===== src/rtl/bmf_pkg.sv =====
// ----------------------------------------------------------------------------
// bmf_pkg
// Shared types and constants for the box mean filter.
// ----------------------------------------------------------------------------
package bmf_pkg;

  localparam int MaxKernel = 7;
  localparam int MaxWidth  = 1024;
  localparam int MaxHeight = 1024;
  localparam int LineRows  = (MaxKernel > 1) ? MaxKernel - 1 : 1;
  localparam int ColW      = $clog2(MaxWidth);
  localparam int SlotW     = (LineRows > 1) ? $clog2(LineRows) : 1;
  localparam int MemAw     = SlotW + ColW;
  localparam int MemDepth  = LineRows * MaxWidth;
  localparam int KW        = 3;
  localparam int CsumW     = 11;
  localparam int WsumW     = 14;
  localparam int DivW      = 6;
  localparam int PixW      = 24;

  localparam logic [1:0] RegKernel = 2'd0;
  localparam logic [1:0] RegWidth  = 2'd1;
  localparam logic [1:0] RegHeight = 2'd2;

  typedef enum logic [2:0] {
    S_IDLE, S_RD, S_ACC, S_WR, S_SUM, S_CHK, S_DIV, S_OUT
  } seq_state_e;

  typedef struct packed {
    logic start;
    logic done;
  } div_ctrl_t;

endpackage


===== src/rtl/bmf_div.sv =====
// ----------------------------------------------------------------------------
// bmf_div
// Three-lane restoring divider, one quotient bit per cycle.
// ----------------------------------------------------------------------------
module bmf_div
  import bmf_pkg::*;
(
  input  logic                    clk_i,
  input  logic                    rst_ni,
  input  logic                    start_i,
  input  logic [2:0][WsumW-1:0]   num_i,
  input  logic [DivW-1:0]         den_i,
  output logic                    done_o,
  output logic [2:0][7:0]         quot_o
);

  localparam int CntW = $clog2(WsumW + 1);

  logic [2:0][WsumW-1:0] num_q, num_d;
  logic [2:0][DivW:0]    rem_q, rem_d;
  logic [DivW-1:0]       den_q;
  logic [CntW-1:0]       cnt_q, cnt_d;
  logic                  run_q, run_d;
  logic                  done_q, done_d;

  always_comb begin
    logic [DivW:0] trial;
    num_d  = num_q;
    rem_d  = rem_q;
    cnt_d  = cnt_q;
    run_d  = run_q;
    done_d = done_q;
    trial  = '0;
    if (start_i) begin
      num_d  = num_i;
      rem_d  = '0;
      cnt_d  = '0;
      run_d  = 1'b1;
      done_d = 1'b0;
    end else if (run_q) begin
      for (int i = 0; i < 3; i++) begin
        trial = {rem_q[i][DivW-1:0], num_q[i][WsumW-1]};
        if (trial >= {1'b0, den_q}) begin
          rem_d[i] = trial - {1'b0, den_q};
          num_d[i] = {num_q[i][WsumW-2:0], 1'b1};
        end else begin
          rem_d[i] = trial;
          num_d[i] = {num_q[i][WsumW-2:0], 1'b0};
        end
      end
      cnt_d = cnt_q + 1'b1;
      if (cnt_q == CntW'(WsumW - 1)) begin
        run_d  = 1'b0;
        done_d = 1'b1;
      end
    end
  end

  always_ff @(posedge clk_i or negedge rst_ni) begin
    if (!rst_ni) begin
      run_q  <= 1'b0;
      done_q <= 1'b0;
      cnt_q  <= '0;
    end else begin
      run_q  <= run_d;
      done_q <= done_d;
      cnt_q  <= cnt_d;
    end
  end

  always_ff @(posedge clk_i) begin
    num_q <= num_d;
    rem_q <= rem_d;
    if (start_i) begin
      den_q <= den_i;
    end
  end

  // quotient collects in the dividend register
  always_comb begin
    for (int i = 0; i < 3; i++) begin
      quot_o[i] = num_q[i][7:0];
    end
  end
  assign done_o = done_q;

endmodule


===== config.mk =====
export PLATFORM = sky130hd
export DESIGN_NAME = bmf_div
export DESIGN_NICKNAME = d
export VERILOG_FILES = /design/src/rtl/bmf_pkg.sv /design/src/rtl/bmf_div.sv
export SDC_FILE = /design/constraint.sdc
export NUM_CORES = 1
export LEC_CHECK = 0
export BUFFER_PORTS_ARGS = -buffer_cell sky130_fd_sc_hd__buf_2
export CORE_UTILIZATION = 35
export CTS_CLUSTER_DIAMETER = 100
export CTS_CLUSTER_SIZE = 8
export DETAILED_ROUTE_END_ITERATION = 6
export GPL_ROUTABILITY_DRIVEN = 0
export SYNTH_ARGS = -nofsm -noshare
export SYNTH_HDL_FRONTEND = slang
export SYNTH_SLANG_ARGS = --single-unit
export TNS_END_PERCENT = 50

===== constraint.sdc =====
create_clock -name clk_i -period 2.54 [get_ports clk_i]
set_input_delay 0.254 -clock clk_i [delete_from_list [all_inputs] [get_ports clk_i]]
set_output_delay 0.254 -clock clk_i [all_outputs]
set_load 0.01 [all_outputs]

==> impl_results.rst, run 1 <==
.. list-table::
   :header-rows: 1

   * - Metric
     - Value
   * - Slew headroom
     - approximately 72%
   * - YS warnings
     - 0
   * - Synth Area per Inst
     - 11.5 sq um
   * - Category of the most critical setup path
     - reg2reg
   * - DRC violation count after routing
     - 0
   * - Clk sink count
     - 72
   * - Post-synth top flop
     - edfxtp_1
   * - Port bufs
     - 75
   * - Clock-pin transition on the worst setup and hold timing paths
     - 0.06 ns
   * - CTS Buf Count
     - 9
   * - Power density over the cells
     - roughly 920 nW/um^2
   * - Maximum fanout along the worst path
     - 9
   * - Flip-flop and latch count after synthesis
     - between 70 and 80
   * - Clock Tree Buf Depth
     - 2
   * - Hold path startpoint
     - den_i[3]
   * - Final Hold Viols
     - 0
   * - Post-Synthesis Cells
     - ~350
   * - Number of antenna violations at the first check in global routing
     - 0
   * - Outcome
     - finished clean
   * - Non-filler instance count after layout
     - 550
   * - Net total in the final layout
     - roughly 480
   * - Share of synthesized registers carrying an async set or reset
     - roughly 8.3%
   * - GRT Overall Usage
     - 13.7%
   * - Synth-to-Final Area Change
     - 16.6%
   * - Sequential cell area
     - roughly 2000 sq um
   * - Cell area after synthesis
     - 4050 sq um
   * - Distinct cells, synth
     - a little over 40
   * - Core footprint
     - between 10000 and 15000 sq um
   * - Worst R2R Start
     - den_q[4]$_DFFE_PP_
   * - Number of enable flip-flop cells after synthesis
     - 48
   * - Detailed Routing Iterations Pass 1
     - 4
   * - Wire length per cell after detailed routing
     - 13.9 um
   * - Diodes inserted
     - 0
   * - Die Width
     - between 100 and 150 um
   * - Clk root buf
     - clkbuf_16
   * - Worst-case reg-to-reg path depth
     - 7
   * - Number of global-route vias before repair
     - roughly 2600
   * - Count of pins over their slew limit
     - 0
   * - Die span in y
     - ~110 um
   * - Unrepaired setup endpoints after global routing
     - no
   * - Area occupied by multi-input gates
     - between 1500 and 2000 sq um
   * - Number of antenna-violating nets in the routed design
     - 0
   * - Remaining global-route overflow
     - 0
   * - H-Tree Depth
     - 3
   * - Total setup violations reported at the end of the flow
     - 0
   * - Final Skew
     - between 0.007 and 0.008 ns
   * - Worst-Margin Slew
     - ~0.42 ns
   * - Post-synth net total
     - approximately 430
   * - Via density per instance
     - between 4 and 5
   * - Setup TNS
     - 0 ns
   * - Max-Cap Viols
     - 0
   * - Total number of vias
     - 2672
   * - Clock latency on the worst-skew pair
     - between 0.3 and 0.4 ns
   * - Fraction of final layout cells with drive strength greater than 1
     - roughly 36%
   * - Reg2reg setup slack
     - 0.33 ns
   * - Total Die Area
     - 12000 sq um
   * - Data required time of the worst path
     - around 2.8 ns
   * - Hold-critical path endpoint
     - den_q[3]$_DFFE_PP_
   * - Detailed Route WL
     - around 7600 um
   * - Hold path cells
     - 1
   * - # rows
     - 38
   * - Element type at the critical path start
     - flop
   * - HPWL after DPL
     - between 5000 and 6000 um
   * - Worst voltage drop across the vdd grid
     - 0.316 mV
   * - Post-route minimum period
     - ~2.2 ns
   * - Placed insts
     - between 500 and 600
   * - Part of the Yosys area used for sequential elements
     - around 48%
   * - Maximum clock frequency
     - about 450 MHz
   * - TritonCTS clock tree
     - done
   * - Filler instances
     - 1044
   * - Leading cell types in the layout, fill and taps excluded
     - buf_2 (75), edfxtp_1 (48), mux2_2 (43)
   * - Wire length of the first global-routing pass
     - about 13000 um
   * - Final period util
     - roughly 87%
   * - Leakage power
     - roughly 0.002 uW
   * - Utilization after layout
     - roughly 43%
   * - Post-CTS Setup Bufs
     - 0
   * - Most common cell after layout, fill and taps aside
     - buf_2
   * - Critical path arrival
     - roughly 2.5 ns
   * - Number of design-rule violations left by the first detailed-router iteration
     - between 100 and 150
   * - Pin count of the biggest net entering global routing
     - 39
   * - Hold WC Path Type
     - in2reg
   * - Endpoint of the worst-slack reg-to-reg timing path
     - rem_q[7]$_SDFFE_PP0P_
   * - Number of placed I/O pins
     - 76
   * - Element type at the critical path end
     - flop
   * - Starting density of the core
     - a little under two fifths
metal layers:
metal,vias up,share of wire [%],track usage (%)
li1,1355,-,-
met1,1246,48,17.9
met2,62,45,21.3
met3,9,5.2,3.73
met4,0,1.4,5.71
met5,-,0,0
worst max-delay path, cell delays in order, from the launching register on:
cell and delay, ns:
edfxtp_1 0.35, inv_1 0.11, ha_1 0.29, a21o_1 0.19
a211o_1 0.28, a41o_1 0.35, mux2_4 0.35, a211oi_2 0.20
per-stage QoR:
step           total power, uW  instance area (sq um)  hold slack (ns)  setup WS, ns
2_1_floorplan             2880                   4050          -0.0416         0.482
3_5_place_dp              3110                   4410           0.0867         0.306
4_1_cts                   4400                   4720           0.0984         0.302
5_1_grt                   4660                   4720           0.0998         0.238
3_3_place_gp              3080                   4410           0.0867         0.381
6_report                  4360                   4720            0.108         0.332
cell type report:
class / count / area share [%]
Multi-Input combinational cell: 221 / 37.7
Timing Repair Buffer: 83 / 9.54
Tap cell: 140 / 3.71
Sequential cell: 72 / 41.3
Inverter: 18 / 1.43
Clock inverter: 6 / 1.46
Clock buffer: 10 / 4.85
what timing repair did:
action / in CTS / in global routing
resized for setup: 0 / 0
hold buffers: 1 / 0
hold endpoints to repair: 6 / 0
power breakdown:
group / switching [uW] / internal (uW)
Combinational: 729 / 713
Sequential: 151 / 1500
Clock: 501 / 766
Total: 1380 / 2980
sequential cells by signal (all words and copies together), names as in the netlist:
signal / count
den_q: 6
cnt_q: 4
run_q: 1
rem_q: 18
num_q: 18
quot_o: 24
done_o: 1
how the worst max path moves through the flow:
stage / startpoint / endpoint / slack, ns / cells past startpoint
6_report: den_q[4]$_DFFE_PP_ / rem_q[7]$_SDFFE_PP0P_ / 0.33 / 7
5_1_grt: den_q[4]$_DFFE_PP_ / rem_q[7]$_SDFFE_PP0P_ / 0.24 / 7
4_1_cts: den_q[4]$_DFFE_PP_ / rem_q[7]$_SDFFE_PP0P_ / 0.30 / 7
3_5_place_dp: den_q[4]$_DFFE_PP_ / rem_q[7]$_SDFFE_PP0P_ / 0.31 / 7
3_3_place_gp: den_q[4]$_DFFE_PP_ / rem_q[7]$_SDFFE_PP0P_ / 0.38 / 7
2_1_floorplan: start_i / num_q[10]$_DFFE_PP_ / 0.48 / 4
kinds of logic (layout without fill, tap and decap cells):
family | Yosys count | after routing | share of synthesized area, %
DFF | 72 | 72 | 48.2
AOI/OAI and AO/OA | 62 | 62 | 10.4
muxes | 54 | 54 | 14.8
adders and majority gates | 23 | 23 | 7.67
and+or+nand+nor | 70 | 70 | 8.41
buffers and inverters | 58 | 117 | 7.85
xor gates and xnor gates | 12 | 12 | 2.60
cells in the mapped netlist (all sizes together) (3+ instances only):
master,count,area (sq um)
a211o,3,26.3
a211oi,14,110
a21o,6,45.0
a21oi,14,70.1
a41o,3,30.0
buf,28,205
clkbuf,12,45.0
dfrtp,6,150
dfxtp,18,360
edfxtp,48,1440
fa,3,60.1
ha,20,250
inv,18,67.6
mux2,44,499
mux2i,10,100
nand2,15,56.3
nand2b,4,25.0
nor2,31,116
nor2b,5,31.3
nor3b,4,30.0
o21a,3,22.5
o21ai,12,60.1
o311ai,4,35.0
or3b,4,35.0
xnor2,7,61.3
xor2,5,43.8
Note: power is estimated with default switching activity, not from simulation.
==> run 2: changes to the inputs <==
Clock period 2.54 ns to 2.15 ns, I/O delays scaled along.
==> impl_results.rst, run 2 (same netlist as run 1, synthesis figures left out) <==
.. list-table::
   :header-rows: 1

   * - Metric
     - Value
   * - Outcome
     - finished clean
   * - Worst-Margin Slew
     - roughly 0.33 ns
   * - Net total in the final layout
     - between 400 and 500
   * - H-Tree Depth
     - 3
   * - Total Die Area
     - approximately 12000 sq um
   * - Detailed Routing Iterations Pass 1
     - 4
   * - Detailed Route WL
     - between 7000 and 8000 um
   * - Filler instances
     - about 1100
   * - Slew headroom
     - between 70% and 80%
   * - Die Width
     - ~110 um
   * - Clk sink count
     - 72
   * - Core footprint
     - 11000 sq um
   * - Total number of vias
     - about 2700
   * - Setup Slack @ Placement
     - ~0.05 ns
   * - Hold WC Path Type
     - in2reg
   * - Port bufs
     - 75
   * - Power density over the cells
     - between 1000 and 1500 nW/um^2
   * - Final Hold Viols
     - 0
   * - Setup TNS
     - 0 ns
   * - Wire length per cell after detailed routing
     - between 10 and 15 um
   * - Die span in y
     - about 110 um
   * - Leakage power
     - between 0.002 and 0.0025 uW
   * - Clock-pin transition on the worst setup and hold timing paths
     - 0.06 ns
   * - Maximum fanout along the worst path
     - 7
   * - Clock Tree Buf Depth
     - 2
   * - Starting density of the core
     - about 37%
   * - CTS Buf Count
     - 9
   * - Sequential cell area
     - 1950 sq um
   * - Diodes inserted
     - 0
   * - Number of placed I/O pins
     - 76
   * - Final Skew
     - slightly above 0.007 ns
   * - Number of antenna-violating nets in the routed design
     - 0
   * - Post-route minimum period
     - 2.02 ns
   * - Element type at the critical path end
     - flop
   * - Clock latency on the worst-skew pair
     - ~0.34 ns
   * - Non-filler instance count after layout
     - approximately 550
   * - Number of global-route vias before repair
     - between 2000 and 3000
   * - Clk root buf
     - clkbuf_16
   * - # rows
     - 38
   * - Max FFs per register
     - 24
   * - Element type at the critical path start
     - flop
   * - HPWL after DPL
     - about 5600 um
   * - GRT Overall Usage
     - roughly 14%
   * - Wire length of the first global-routing pass
     - 13100 um
   * - Pin count of the biggest net entering global routing
     - 28
   * - Via density per instance
     - slightly below 5
   * - Category of the most critical setup path
     - reg2reg
   * - Data required time of the worst path
     - about 2.4 ns
   * - Number of design-rule violations left by the first detailed-router iteration
     - slightly above 70
   * - Utilization after layout
     - ~43%
   * - Fraction of final layout cells with drive strength greater than 1
     - 38.2%
   * - TritonCTS clock tree
     - done
   * - Synth-to-Final Area Change
     - 18.0%
   * - Count of pins over their slew limit
     - 0
   * - Final period util
     - 94.2%
   * - Most common cell after layout, fill and taps aside
     - buf_2
   * - Total setup violations reported at the end of the flow
     - 0
   * - Area occupied by multi-input gates
     - 1800 sq um
   * - Max-Cap Viols
     - 0
   * - Leading cell types in the layout, fill and taps excluded
     - buf_2 (75), edfxtp_1 (48), mux2_2 (43)
   * - Critical path arrival
     - ~2.3 ns
   * - Final critical-path setup slack
     - about 0.13 ns
   * - Remaining global-route overflow
     - 0
   * - DRC violation count after routing
     - 0
   * - Placed insts
     - around 540
   * - Worst voltage drop across the vdd grid
     - around 0.56 mV
   * - Unrepaired setup endpoints after global routing
     - no
   * - Maximum clock frequency
     - between 400 and 500 MHz
   * - Number of antenna violations at the first check in global routing
     - 0
[run 2: what timing repair did]
action	CTS	global route
hold buffers	1	0
endpoints found under the setup margin	0	17
buffers inserted	0	0
gates resized for setup	0	10
endpoints found under the hold margin	6	0
[run 2: stage by stage]
step                      total power, uW  hold WS (ns)  area, sq um
after floorplan                      3410       -0.0806         4050
after global placement               3670        0.0461         4440
after detailed placement             3720        0.0480         4440
after CTS                            5280        0.0526         4750
after global routing                 5640        0.0504         4780
final                                5260        0.0590         4780
[run 2: layout make-up]
| class | count | share of cell area [%] |
|---|---|---|
| Clock buffer | 9 | 4.71 |
| Inverter | 18 | 1.41 |
| Timing Repair Buffer | 87 | 10.1 |
| Clock inverter | 7 | 1.60 |
| Tap cell | 140 | 3.67 |
| Sequential cell | 72 | 40.9 |
| Multi-Input combinational cell | 221 | 37.7 |
[run 2: power by group]
group / internal, uW / switching (uW)
Combinational: 894 / 882
Clock: 911 / 620
Sequential: 1770 / 185
[run 2: critical path, stage by stage (launching register included)]
cell	delay [ns]
edfxtp_1	0.37
inv_2	0.09
ha_1	0.24
a21o_1	0.16
a211o_1	0.30
a41o_4	0.28
mux2_4	0.31
a211oi_2	0.20
[run 2: metal layers]
layer  up-vias  global-route usage (%)  routed length, um
li1       1373                       -                  -
met1      1296                    17.7               3610
met2        65                    22.3               3550
met3        14                    5.45                490
met4         0                    5.71                169
met5         -                       0                  0
[run 2: path summary, 6_finish.rpt]
check,from,end,slack (ns),cells past startpoint
max in group asynchronous,rst_ni,run_q$_DFF_PN0_,1.77,2
worst max-delay path,den_q[4]$_DFFE_PP_,rem_q[7]$_SDFFE_PP0P_,0.13,7
worst max register to register,den_q[4]$_DFFE_PP_,rem_q[7]$_SDFFE_PP0P_,0.13,7
min in group asynchronous,rst_ni,done_o$_DFFE_PN0P_,0.23,2
worst min-delay path,den_i[3],den_q[3]$_DFFE_PP_,0.06,1
worst min register to register,rem_q[5]$_SDFFE_PP0P_,rem_q[5]$_SDFFE_PP0P_,0.50,2
